## config.mk

```make
export PLATFORM = sky130hd
export DESIGN_NAME = rst_ram
export DESIGN_NICKNAME = d
export VERILOG_FILES = /design/src/design/rst_ram.sv
export SDC_FILE = /design/constraint.sdc
export NUM_CORES = 1
export LEC_CHECK = 0
export BUFFER_PORTS_ARGS = -buffer_cell sky130_fd_sc_hd__buf_2
export CAP_MARGIN = 20
export CORE_ASPECT_RATIO = 0.8
export CORE_MARGIN = 2
export CORE_UTILIZATION = 60
export DETAILED_ROUTE_END_ITERATION = 10
export GPL_ROUTABILITY_DRIVEN = 0
export HOLD_SLACK_MARGIN = 0.1
export PLACE_DENSITY = 0.78
export SETUP_SLACK_MARGIN = 0.02
export SKIP_LAST_GASP = 1
export SYNTH_ARGS = -nofsm -noshare
export SYNTH_HDL_FRONTEND = slang
export SYNTH_SLANG_ARGS = --single-unit
```

## constraint.sdc

```tcl
create_clock -name i_clk -period 1.7 [get_ports i_clk]
set_input_delay 0.085 -clock i_clk [delete_from_list [all_inputs] [get_ports i_clk]]
set_output_delay 0.085 -clock i_clk [all_outputs]
set_load 0.05 [all_outputs]
```

## src/design/rst_ram.sv

```systemverilog
// ----------------------------------------------------------------------------
// rst_ram: generic single-port RAM
// One write and one read of the same address per cycle, registered read data.
// ----------------------------------------------------------------------------
module rst_ram #(
    parameter int WIDTH = 8,
    parameter int DEPTH = 16
) (
    input  logic                     i_clk,
    input  logic                     i_we,
    input  logic [$clog2(DEPTH)-1:0] i_addr,
    input  logic [WIDTH-1:0]         i_wdata,
    output logic [WIDTH-1:0]         o_rdata
);
    logic [WIDTH-1:0] r_mem [DEPTH];

    always_ff @(posedge i_clk) begin
        if (i_we) begin
            r_mem[i_addr] <= i_wdata;
        end
        o_rdata <= r_mem[i_addr];
    end
endmodule
```

==> flow_metrics.env, run 1 <==
export IMPL_syn_area_sq_um=5067
export IMPL_hold_violations=0
export IMPL_startpoint="r_mem[11][6]"
export IMPL_multi_input_area_sq_um=1003
export IMPL_p_comb_frac=0.060
export IMPL_vias=2524
export IMPL_max_clock_path_buffers=2
export IMPL_cts_buffers=17
export IMPL_syn_nets=244
export IMPL_rrSetupSlack_ns=0.35
export IMPL_yosys_warnings=0
export IMPL_p_leak_uw=0.002068
export IMPL_die_x_um=106.7
export IMPL_seq_area_sq_um=4004
export IMPL_r2r_end="o_rdata[6]"
export IMPL_synth_top_area_frac=0.7585
export IMPL_synthCells=230
export IMPL_fin_crit_ns=1.353
export IMPL_layout_commonest_cell="edfxtp_1"
export IMPL_fmax_mhz=739.1
export IMPL_postCtsResizedCells=0
export IMPL_setup_viol=0
export IMPL_hpwl_um=6363
export IMPL_grt_max_degree=22
export IMPL_clk_latency_ns=0.52
export IMPL_startpoint_type="flop"
export IMPL_grt_use_total=0.2518
export IMPL_muxShareOfSynthArea=0.1422
export IMPL_yosysTopAreaCell="edfxtp_1"
export IMPL_clk_pin_slew_worst_paths_ns=0.06
export IMPL_layout_drive_gt1_share=0.3442
export IMPL_antennaDiodeCount=0
export IMPL_reg2reg_from="r_mem[11][6]"
export IMPL_rsz0062_at_grt="no"
export IMPL_crit_path_max_fanout=1
export IMPL_rows=29
export IMPL_root_buffer="clkbuf_8"
export IMPL_h_tree_depth=4
export IMPL_cts_sinks=136
export IMPL_ys_seq_area_frac=0.7901
export IMPL_vdd_ir_drop_max_mv=1.373
export IMPL_crit_required_ns=2.10
export IMPL_synth_compound_area_share=0.02370
export IMPL_maxSlewHeadroom=0.7115
export IMPL_rr_worst_depth=3
export IMPL_p_seq_frac=0.503
export IMPL_synth_xor_area_share=0
export IMPL_maxCapViolations=0
export IMPL_area_growth_pct=20.57
export IMPL_first_pass_iters=5
export IMPL_antenna_left=0
export IMPL_holdCritStartpoint="i_addr[2]"
export IMPL_n_fill_cell=453
export IMPL_drc_errors=0
export IMPL_p_per_area_nw_per_um2=1229
export IMPL_vias_per_cell=6.067
export IMPL_synth_top_family_by_area="multiplexers"
export IMPL_power_uw=7512
export IMPL_yosys_top_cells_area="edfxtp_1 (76%), mux4_2 (14%), dfxtp_1 (3.2%)"
export IMPL_worstSetupEndpoint="o_rdata[6]"
export IMPL_synth_simple_area_share=0.03210
export IMPL_p_clk_frac=0.437
export IMPL_grt_pass1_vias=2687
export IMPL_die_area_sq_um=9201
export IMPL_worst_slew_pin_slew_ns=0.4328
export IMPL_totalWireLength_um=10020
export IMPL_hold_class="input pin to flop"
export IMPL_layout_nets=309
export IMPL_routedWlPerCell_um=24.09
export IMPL_core_sq_um=8055
export IMPL_ios=22
export IMPL_tritoncts="done"
export IMPL_die_y_um=86.20
export IMPL_swShare=0.2048
export IMPL_critPathArrivalTime_ns=1.75
export IMPL_start_util=0.6291
export IMPL_antenna_found_initial=0
export IMPL_grt_pass1_wl_um=15690
export IMPL_overflow=0
export IMPL_synthAdderAreaFrac=0
export IMPL_timing_clock_skew_ns=0.006206
export IMPL_io_buffers=21
export IMPL_ys_seq_elements=136
export IMPL_drt_initial_drc_count=264
export IMPL_status="complete, no violations"
export IMPL_p_int_uw=5973
export IMPL_final_max_slew_viol_count=0
export IMPL_switchingPower_uw=1538
export IMPL_final_cell_mix="edfxtp_1 (128), mux4_2 (32), buf_4 (25), buf_2 (21)"
export IMPL_cp_end_kind="flop"
export IMPL_synth_avg_cell_area_sq_um=22.03
export IMPL_path_class="flop to flop"
export IMPL_timing_setup_tns_ns=0
export IMPL_synth_cell_type_count=18
export IMPL_layout_worst_path_cycle_share=0.7959
## metal layers
| metal | part of all wire | wire length, um | global-route usage |
|---|---|---|---|
| met1 | 0.41 | 4108 | 0.3519 |
| met2 | 0.49 | 4891 | 0.3798 |
| met3 | 0.090 | 900 | 0.08797 |
| met4 | 0.012 | 121 | 0.08973 |
| met5 | 0 | 0 | 0 |
## power groups by stage
stage / clock, uW / combinational (uW) / sequential, uW
floorplan: 0 / 193 / 3910
global route: 3490 / 488 / 3780
CTS: 3340 / 459 / 3780
finish: 3280 / 454 / 3780
detailed placement: 0 / 443 / 3840
global placement: 0 / 434 / 3840
## synth_stat cells
| master | instances |
|---|---|
| edfxtp_1 | 128 |
| mux4_2 | 32 |
| a22oi_1 | 16 |
| nor2_1 | 13 |
| nand2_1 | 9 |
| dfxtp_1 | 8 |
| buf_1 | 4 |
| nor3_1 | 4 |
| buf_2 | 2 |
| buf_6 | 2 |
| clkbuf_1 | 2 |
| nand2b_1 | 2 |
| nand3b_1 | 2 |
| nor2b_1 | 2 |
| and2_1 | 1 |
| clkbuf_2 | 1 |
| nand3_1 | 1 |
| or3b_2 | 1 |
## worst min path at each step
| stage | end | slack [ns] | cells after the start |
|---|---|---|---|
| 2_1_floorplan | r_mem[0][0] | 0.18 | 0 |
| 3_3_place_gp | r_mem[14][2] | 0.48 | 1 |
| 3_5_place_dp | r_mem[15][2] | 0.49 | 1 |
| 4_1_cts | o_rdata[2] | 0.15 | 5 |
| 5_1_grt | o_rdata[6] | 0.20 | 5 |
| 6_report | o_rdata[1] | 0.18 | 5 |
## worst max-delay path, stage by stage (launching register included)
cell and delay, ns:
edfxtp_1 0.36, mux4_2 0.47, a22oi_1 0.31, nand2_1 0.09
## kinds of logic (layout without fill, tap and decap cells)
logic type	after synthesis	count (layout)
multiplexers	32	32
buffers and inverters	11	89
flip-flops	136	136
AND/OR/NAND/NOR	35	35
AO/OA/AOI/OAI	16	16
## state kept, by name (all words and copies together), names as in the netlist
signal	flops
r_mem	128
o_rdata	8
## final cells by class
type / instances / area share
Clock buffer: 20 / 0.06963
Clock inverter: 12 / 0.01782
Sequential cell: 136 / 0.6553
Multi-Input combinational cell: 83 / 0.1642
Tap cell: 108 / 0.02212
Timing Repair Buffer: 57 / 0.07086
## stage by stage
| step | utilization | cells | cell area (sq um) | hold slack [ns] | worst slack (ns) |
|---|---|---|---|---|---|
| 2_1_floorplan | - | 230 | 5067 | 0.1839 | 0.1220 |
| 3_3_place_gp | 0.6822 | 376 | 5495 | 0.4809 | 0.2271 |
| 3_5_place_dp | 0.6822 | 376 | 5495 | 0.4886 | 0.1900 |
| 4_1_cts | 0.7585 | 416 | 6110 | 0.1472 | 0.3665 |
| 5_1_grt | 0.7585 | 416 | 6110 | 0.1985 | 0.3215 |
| 6_report | 0.7585 | 416 | 6110 | 0.1844 | 0.3470 |
## what timing repair did
item                                    CTS  global route
endpoints found under the setup margin    0             0
hold buffers                              8             0
buffers inserted                          0             0
endpoints found under the hold margin   128             0
No activity file was read; power rests on OpenSTA's default activity.
==> inputs of run 2 (changes only) <==
clock period = 1.3 ns   (was 1.7 ns; I/O delays follow)
==> run 2 against run 1 <==
The run now ends with negative setup slack left. Die area stayed put. Maximum frequency is 2.7% higher. Clock power grew 49%. Combinational power increased by 48%. Utilization increased by 3.6 points. First-iteration DRC count shrank 13%. Sequential share of layout area is 2.9 points lower. Global-route usage increased by 2.1 points. Flip-flop and latch count is the same. Hold slack worse by 0.058 ns. Clock skew grew 0.0025 ns. Register-to-register slack got worse by 0.36 ns. Critical endpoint is now o_rdata[2]. Largest cell class unchanged.
==> flow_metrics.env, run 2 (synthesized netlist as in run 1, its figures left out) <==
export IMPL_area_growth_pct=26.25
export IMPL_dp_slack_ns=-0.1869
export IMPL_h_tree_depth=4
export IMPL_cts_sinks=136
export IMPL_layout_worst_path_cycle_share=1.013
export IMPL_grt_pass1_vias=2732
export IMPL_rsz0062_at_grt="yes"
export IMPL_antennaDiodeCount=0
export IMPL_tritoncts="done"
export IMPL_cts_buffers=17
export IMPL_worst_slew_pin_slew_ns=0.8385
export IMPL_clk_pin_slew_worst_paths_ns=0.06
export IMPL_crit_required_ns=1.71
export IMPL_hpwl_um=6591
export IMPL_top_regs="r_mem x128, o_rdata x8"
export IMPL_hold_violations=0
export IMPL_layout_drive_gt1_share=0.4281
export IMPL_ios=22
export IMPL_startpoint="r_mem[15][2]"
export IMPL_fin_crit_ns=1.317
export IMPL_holdWs_ns=0.1266
export IMPL_die_x_um=106.7
export IMPL_status="finished, violations left"
export IMPL_crit_path_max_fanout=1
export IMPL_p_per_area_nw_per_um2=1640
export IMPL_layout_commonest_cell="edfxtp_1"
export IMPL_timing_clock_skew_ns=0.008675
export IMPL_regMostFlops="r_mem"
export IMPL_setup_viol=3
export IMPL_grt_pass1_wl_um=16790
export IMPL_maxCapViolations=0
export IMPL_vias=2596
export IMPL_layout_nets=308
export IMPL_core_sq_um=8055
export IMPL_die_area_sq_um=9201
export IMPL_die_y_um=86.20
export IMPL_maxSlewHeadroom=0.4398
export IMPL_rows=29
export IMPL_violations="negative setup slack"
export IMPL_fmax_mhz=759.4
export IMPL_path_class="flop to flop"
export IMPL_antenna_found_initial=0
export IMPL_p_leak_uw=0.002123
export IMPL_hold_class="input pin to flop"
export IMPL_grt_use_total=0.2724
export IMPL_clk_latency_ns=0.53
export IMPL_drc_errors=0
export IMPL_postCtsSetupBuffers=0
export IMPL_overflow=0
export IMPL_io_buffers=21
export IMPL_startpoint_type="flop"
export IMPL_final_cell_mix="edfxtp_1 (128), mux4_2 (32), buf_2 (21), clkbuf_16 (16), buf_12 (15)"
export IMPL_final_max_slew_viol_count=0
export IMPL_max_clock_path_buffers=2
export IMPL_root_buffer="clkbuf_8"
export IMPL_vias_per_cell=6.271
export IMPL_cp_end_kind="flop"
export IMPL_routedWlPerCell_um=26.81
export IMPL_holdCritStartpoint="i_addr[0]"
export IMPL_totalWireLength_um=11100
export IMPL_drt_initial_drc_count=230
export IMPL_first_pass_iters=5
export IMPL_largest_reg_flops=128
export IMPL_setup_ws_ns=-0.01688
export IMPL_critPathArrivalTime_ns=1.72
export IMPL_vdd_ir_drop_max_mv=1.732
export IMPL_start_util=0.6291
export IMPL_reg2reg_from="r_mem[15][2]"
export IMPL_antenna_left=0
export IMPL_grt_max_degree=22
[run 2: cell count changes in the layout (fill, tap and decap cells not counted), moves of 2 or more]
cell	previous run	this run
bufinv_16	2	4
a22oi_2	0	9
nor2_1	13	1
clkinv_4	0	3
nor2_2	0	12
a22oi_1	16	7
buf_12	3	15
clkinv_1	5	1
clkinv_2	3	1
buf_4	25	12
[run 2: report_power, final]
part | leakage, uW | internal (uW) | switching, uW
sequential | 0.00122 | 4900 | 38.9
clock | 0.000282 | 3100 | 1780
combinational | 0.000618 | 260 | 412
[run 2: through the flow]
| step | total power, uW | util | area (sq um) | std cells | TNS [ns] |
|---|---|---|---|---|---|
| finish | 10490 | 0.7942 | 6397 | 414 | -0.02809 |
| floorplan | 5379 | - | 5104 | 230 | -4.004 |
| global route | 10730 | 0.7942 | 6397 | 414 | -0.2525 |
| CTS | 10510 | 0.7929 | 6387 | 414 | -0.06415 |
| detailed placement | 5658 | 0.7043 | 5673 | 375 | -2.938 |
| global placement | 5642 | 0.7043 | 5673 | 375 | -2.430 |
[run 2: final timing paths]
path         slack [ns]     endpoint  depth (start not counted)
max reg2reg       -0.02   o_rdata[2]                          3
max               -0.02   o_rdata[2]                          3
min reg2reg        0.68   o_rdata[4]                          3
min                0.13  r_mem[0][0]                          3
[run 2: area by class of cell]
class | count | area [sq um]
Sequential cell | 136 | 4004
Timing Repair Buffer | 56 | 575.6
Clock buffer | 19 | 421.7
Clock inverter | 12 | 177.7
Tap cell | 108 | 135.1
Fill cell | 432 | 1658
Multi-Input combinational cell | 83 | 1084
[run 2: repair_timing]
action / in CTS / in global routing
endpoints found under the setup margin: 8 / 8
resized for setup: 7 / 2
endpoints found under the hold margin: 128 / 0
pin swaps: 9 / 2
hold buffers: 8 / 0
cloned: 0 / 0
[run 2: per-layer routing]
metal / up-vias / wire (um) / GRT usage
met5: - / 0 / 0
met4: 0 / 152 / 0.08264
met3: 18 / 877 / 0.08346
met2: 127 / 5441 / 0.4302
met1: 1362 / 4628 / 0.3771
li1: 1089 / - / -
[run 2: worst max-delay path, cell delays in order, from the launching register on]
cell	delay [ns]
edfxtp_1	0.38
mux4_2	0.53
a22oi_2	0.19
nand2_1	0.10
==> inputs of run 3 (changes only) <==
CORE_UTILIZATION = 52   (was 60)
PLACE_DENSITY = 0.69   (was 0.78)
==> run 3 against run 2 <==
The run now ends clean. Via count decreased by 6.9%. Power shrank 3.2%. Non-clock buffer count up 7. First-iteration DRC count fell by 3.9%. Clock power shrank 6.4%. Routed wire length decreased by 15%. Register-to-register slack better by 0.03 ns. Design area grew 0.53%. Hold slack improved by 0.081 ns. Setup slack gained 0.029 ns. Count of clock-buffer cells in the layout grew 5. Critical endpoint is now o_rdata[1]. Largest cell class unchanged. Highest routed layer unchanged.
==> flow_metrics.env, run 3 (synthesized netlist as in run 1, its figures left out) <==
export IMPL_root_buffer="clkbuf_16"
export IMPL_crit_required_ns=1.59
export IMPL_max_clock_path_buffers=2
export IMPL_first_pass_iters=4
export IMPL_hold_violations=0
export IMPL_setup_ws_ns=0.01202
export IMPL_clk_pin_slew_worst_paths_ns=0.05
export IMPL_vdd_ir_drop_max_mv=1.026
export IMPL_largest_reg_flops=128
export IMPL_tritoncts="done"
export IMPL_p_leak_uw=0.002155
export IMPL_antenna_found_initial=0
export IMPL_grt_use_total=0.2008
export IMPL_worst_slew_pin_slew_ns=0.9638
export IMPL_routedWlPerCell_um=21.75
export IMPL_cp_end_kind="flop"
export IMPL_cts_sinks=136
export IMPL_antennaDiodeCount=0
export IMPL_vias=2418
export IMPL_antenna_left=0
export IMPL_drt_initial_drc_count=221
export IMPL_io_buffers=21
export IMPL_overflow=0
export IMPL_maxSlewHeadroom=0.3562
export IMPL_grt_pass1_wl_um=14560
export IMPL_path_class="flop to flop"
export IMPL_start_util=0.5296
export IMPL_fmax_mhz=776.4
export IMPL_die_x_um=114.4
export IMPL_die_area_sq_um=10560
export IMPL_totalWireLength_um=9419
export IMPL_final_cells=433
export IMPL_dp_slack_ns=-0.2468
export IMPL_layout_drive_gt1_share=0.4268
export IMPL_layout_nets=315
export IMPL_grt_max_degree=18
export IMPL_rows=32
export IMPL_maxCapViolations=0
export IMPL_clk_latency_ns=0.41
export IMPL_area_growth_pct=26.91
export IMPL_die_y_um=92.30
export IMPL_p_per_area_nw_per_um2=1579
export IMPL_final_max_slew_viol_count=0
export IMPL_dp_cells=393
export IMPL_final_cell_mix="edfxtp_1 (128), mux4_2 (32), buf_2 (21), buf_4 (18), clkbuf_16 (17)"
export IMPL_cts_buffers=17
export IMPL_setup_viol=0
export IMPL_top_regs="r_mem x128, o_rdata x8"
export IMPL_regMostFlops="r_mem"
export IMPL_crit_path_max_fanout=1
export IMPL_startpoint_type="flop"
export IMPL_vias_per_cell=5.584
export IMPL_timing_clock_skew_ns=0.01068
export IMPL_grt_pass1_vias=2501
export IMPL_rsz0062_at_grt="yes"
export IMPL_layout_commonest_cell="edfxtp_1"
export IMPL_status="complete, no violations"
export IMPL_hold_class="input pin to flop"
export IMPL_drc_errors=0
export IMPL_fin_crit_ns=1.288
export IMPL_core_sq_um=9569
export IMPL_hpwl_um=6110
export IMPL_layout_worst_path_cycle_share=0.9908
export IMPL_ios=22
export IMPL_critPathArrivalTime_ns=1.58
export IMPL_h_tree_depth=4
==> run 3: worst paths after layout <==
kind | from | endpoint | slack (ns) | cells past startpoint
worst max-delay path | r_mem[3][1] | o_rdata[1] | 0.01 | 3
worst min-delay path | i_addr[1] | o_rdata[5] | 0.21 | 4
worst max register to register | r_mem[3][1] | o_rdata[1] | 0.01 | 3
worst min register to register | r_mem[14][6] | o_rdata[6] | 0.68 | 3
==> run 3: power breakdown <==
group          total [uW]  internal (uW)  switching (uW)  leakage [uW]
Sequential           4940           4910            30.8       0.00122
Clock                4570           2910            1660      0.000270
Combinational         653            274             379      0.000661
Total               10200           8090            2070       0.00216
==> run 3: critical path, stage by stage, from the launching register on <==
cell and delay, ns:
edfxtp_1 0.35, mux4_2 0.49, a22oi_2 0.25, nand2_1 0.09
==> run 3: area by class of cell <==
type	count	area, sq um
sequential	136	4004
fill	614	3138
multi-input combinational	83	1069
timing repair buffer	63	640.6
clock buffer	24	471.7
tap	119	148.9
clock inverter	8	97.59
==> run 3: through the flow <==
stage | instance area [sq um] | setup TNS (ns) | util | hold WS, ns | power [uW]
floorplan | 5104 | -4.004 | - | 0.1639 | 5379
global placement | 5752 | -2.398 | 0.6011 | 0.4559 | 5640
detailed placement | 5752 | -3.277 | 0.6011 | 0.4651 | 5653
CTS | 6421 | -0.006267 | 0.6710 | 0.1775 | 10240
global route | 6431 | -0.1225 | 0.6721 | 0.2233 | 10450
finish | 6431 | 0 | 0.6721 | 0.2072 | 10160
==> run 3: routing by layer <==
layer  vias up  global-route usage  part of all wire
met3         5             0.06545             0.055
met4         0             0.06402            0.0047
met1      1247              0.2829              0.46
met5         -                   0                 0
met2        65              0.3031              0.48
li1       1101                   -                 -
==> run 3: what timing repair did <==
item	CTS	global route
hold buffers	8	0
resized for setup	4	2
endpoints found under the setup margin	6	8
pin swaps	1	4
hold endpoints to repair	128	0
buffers inserted	0	0
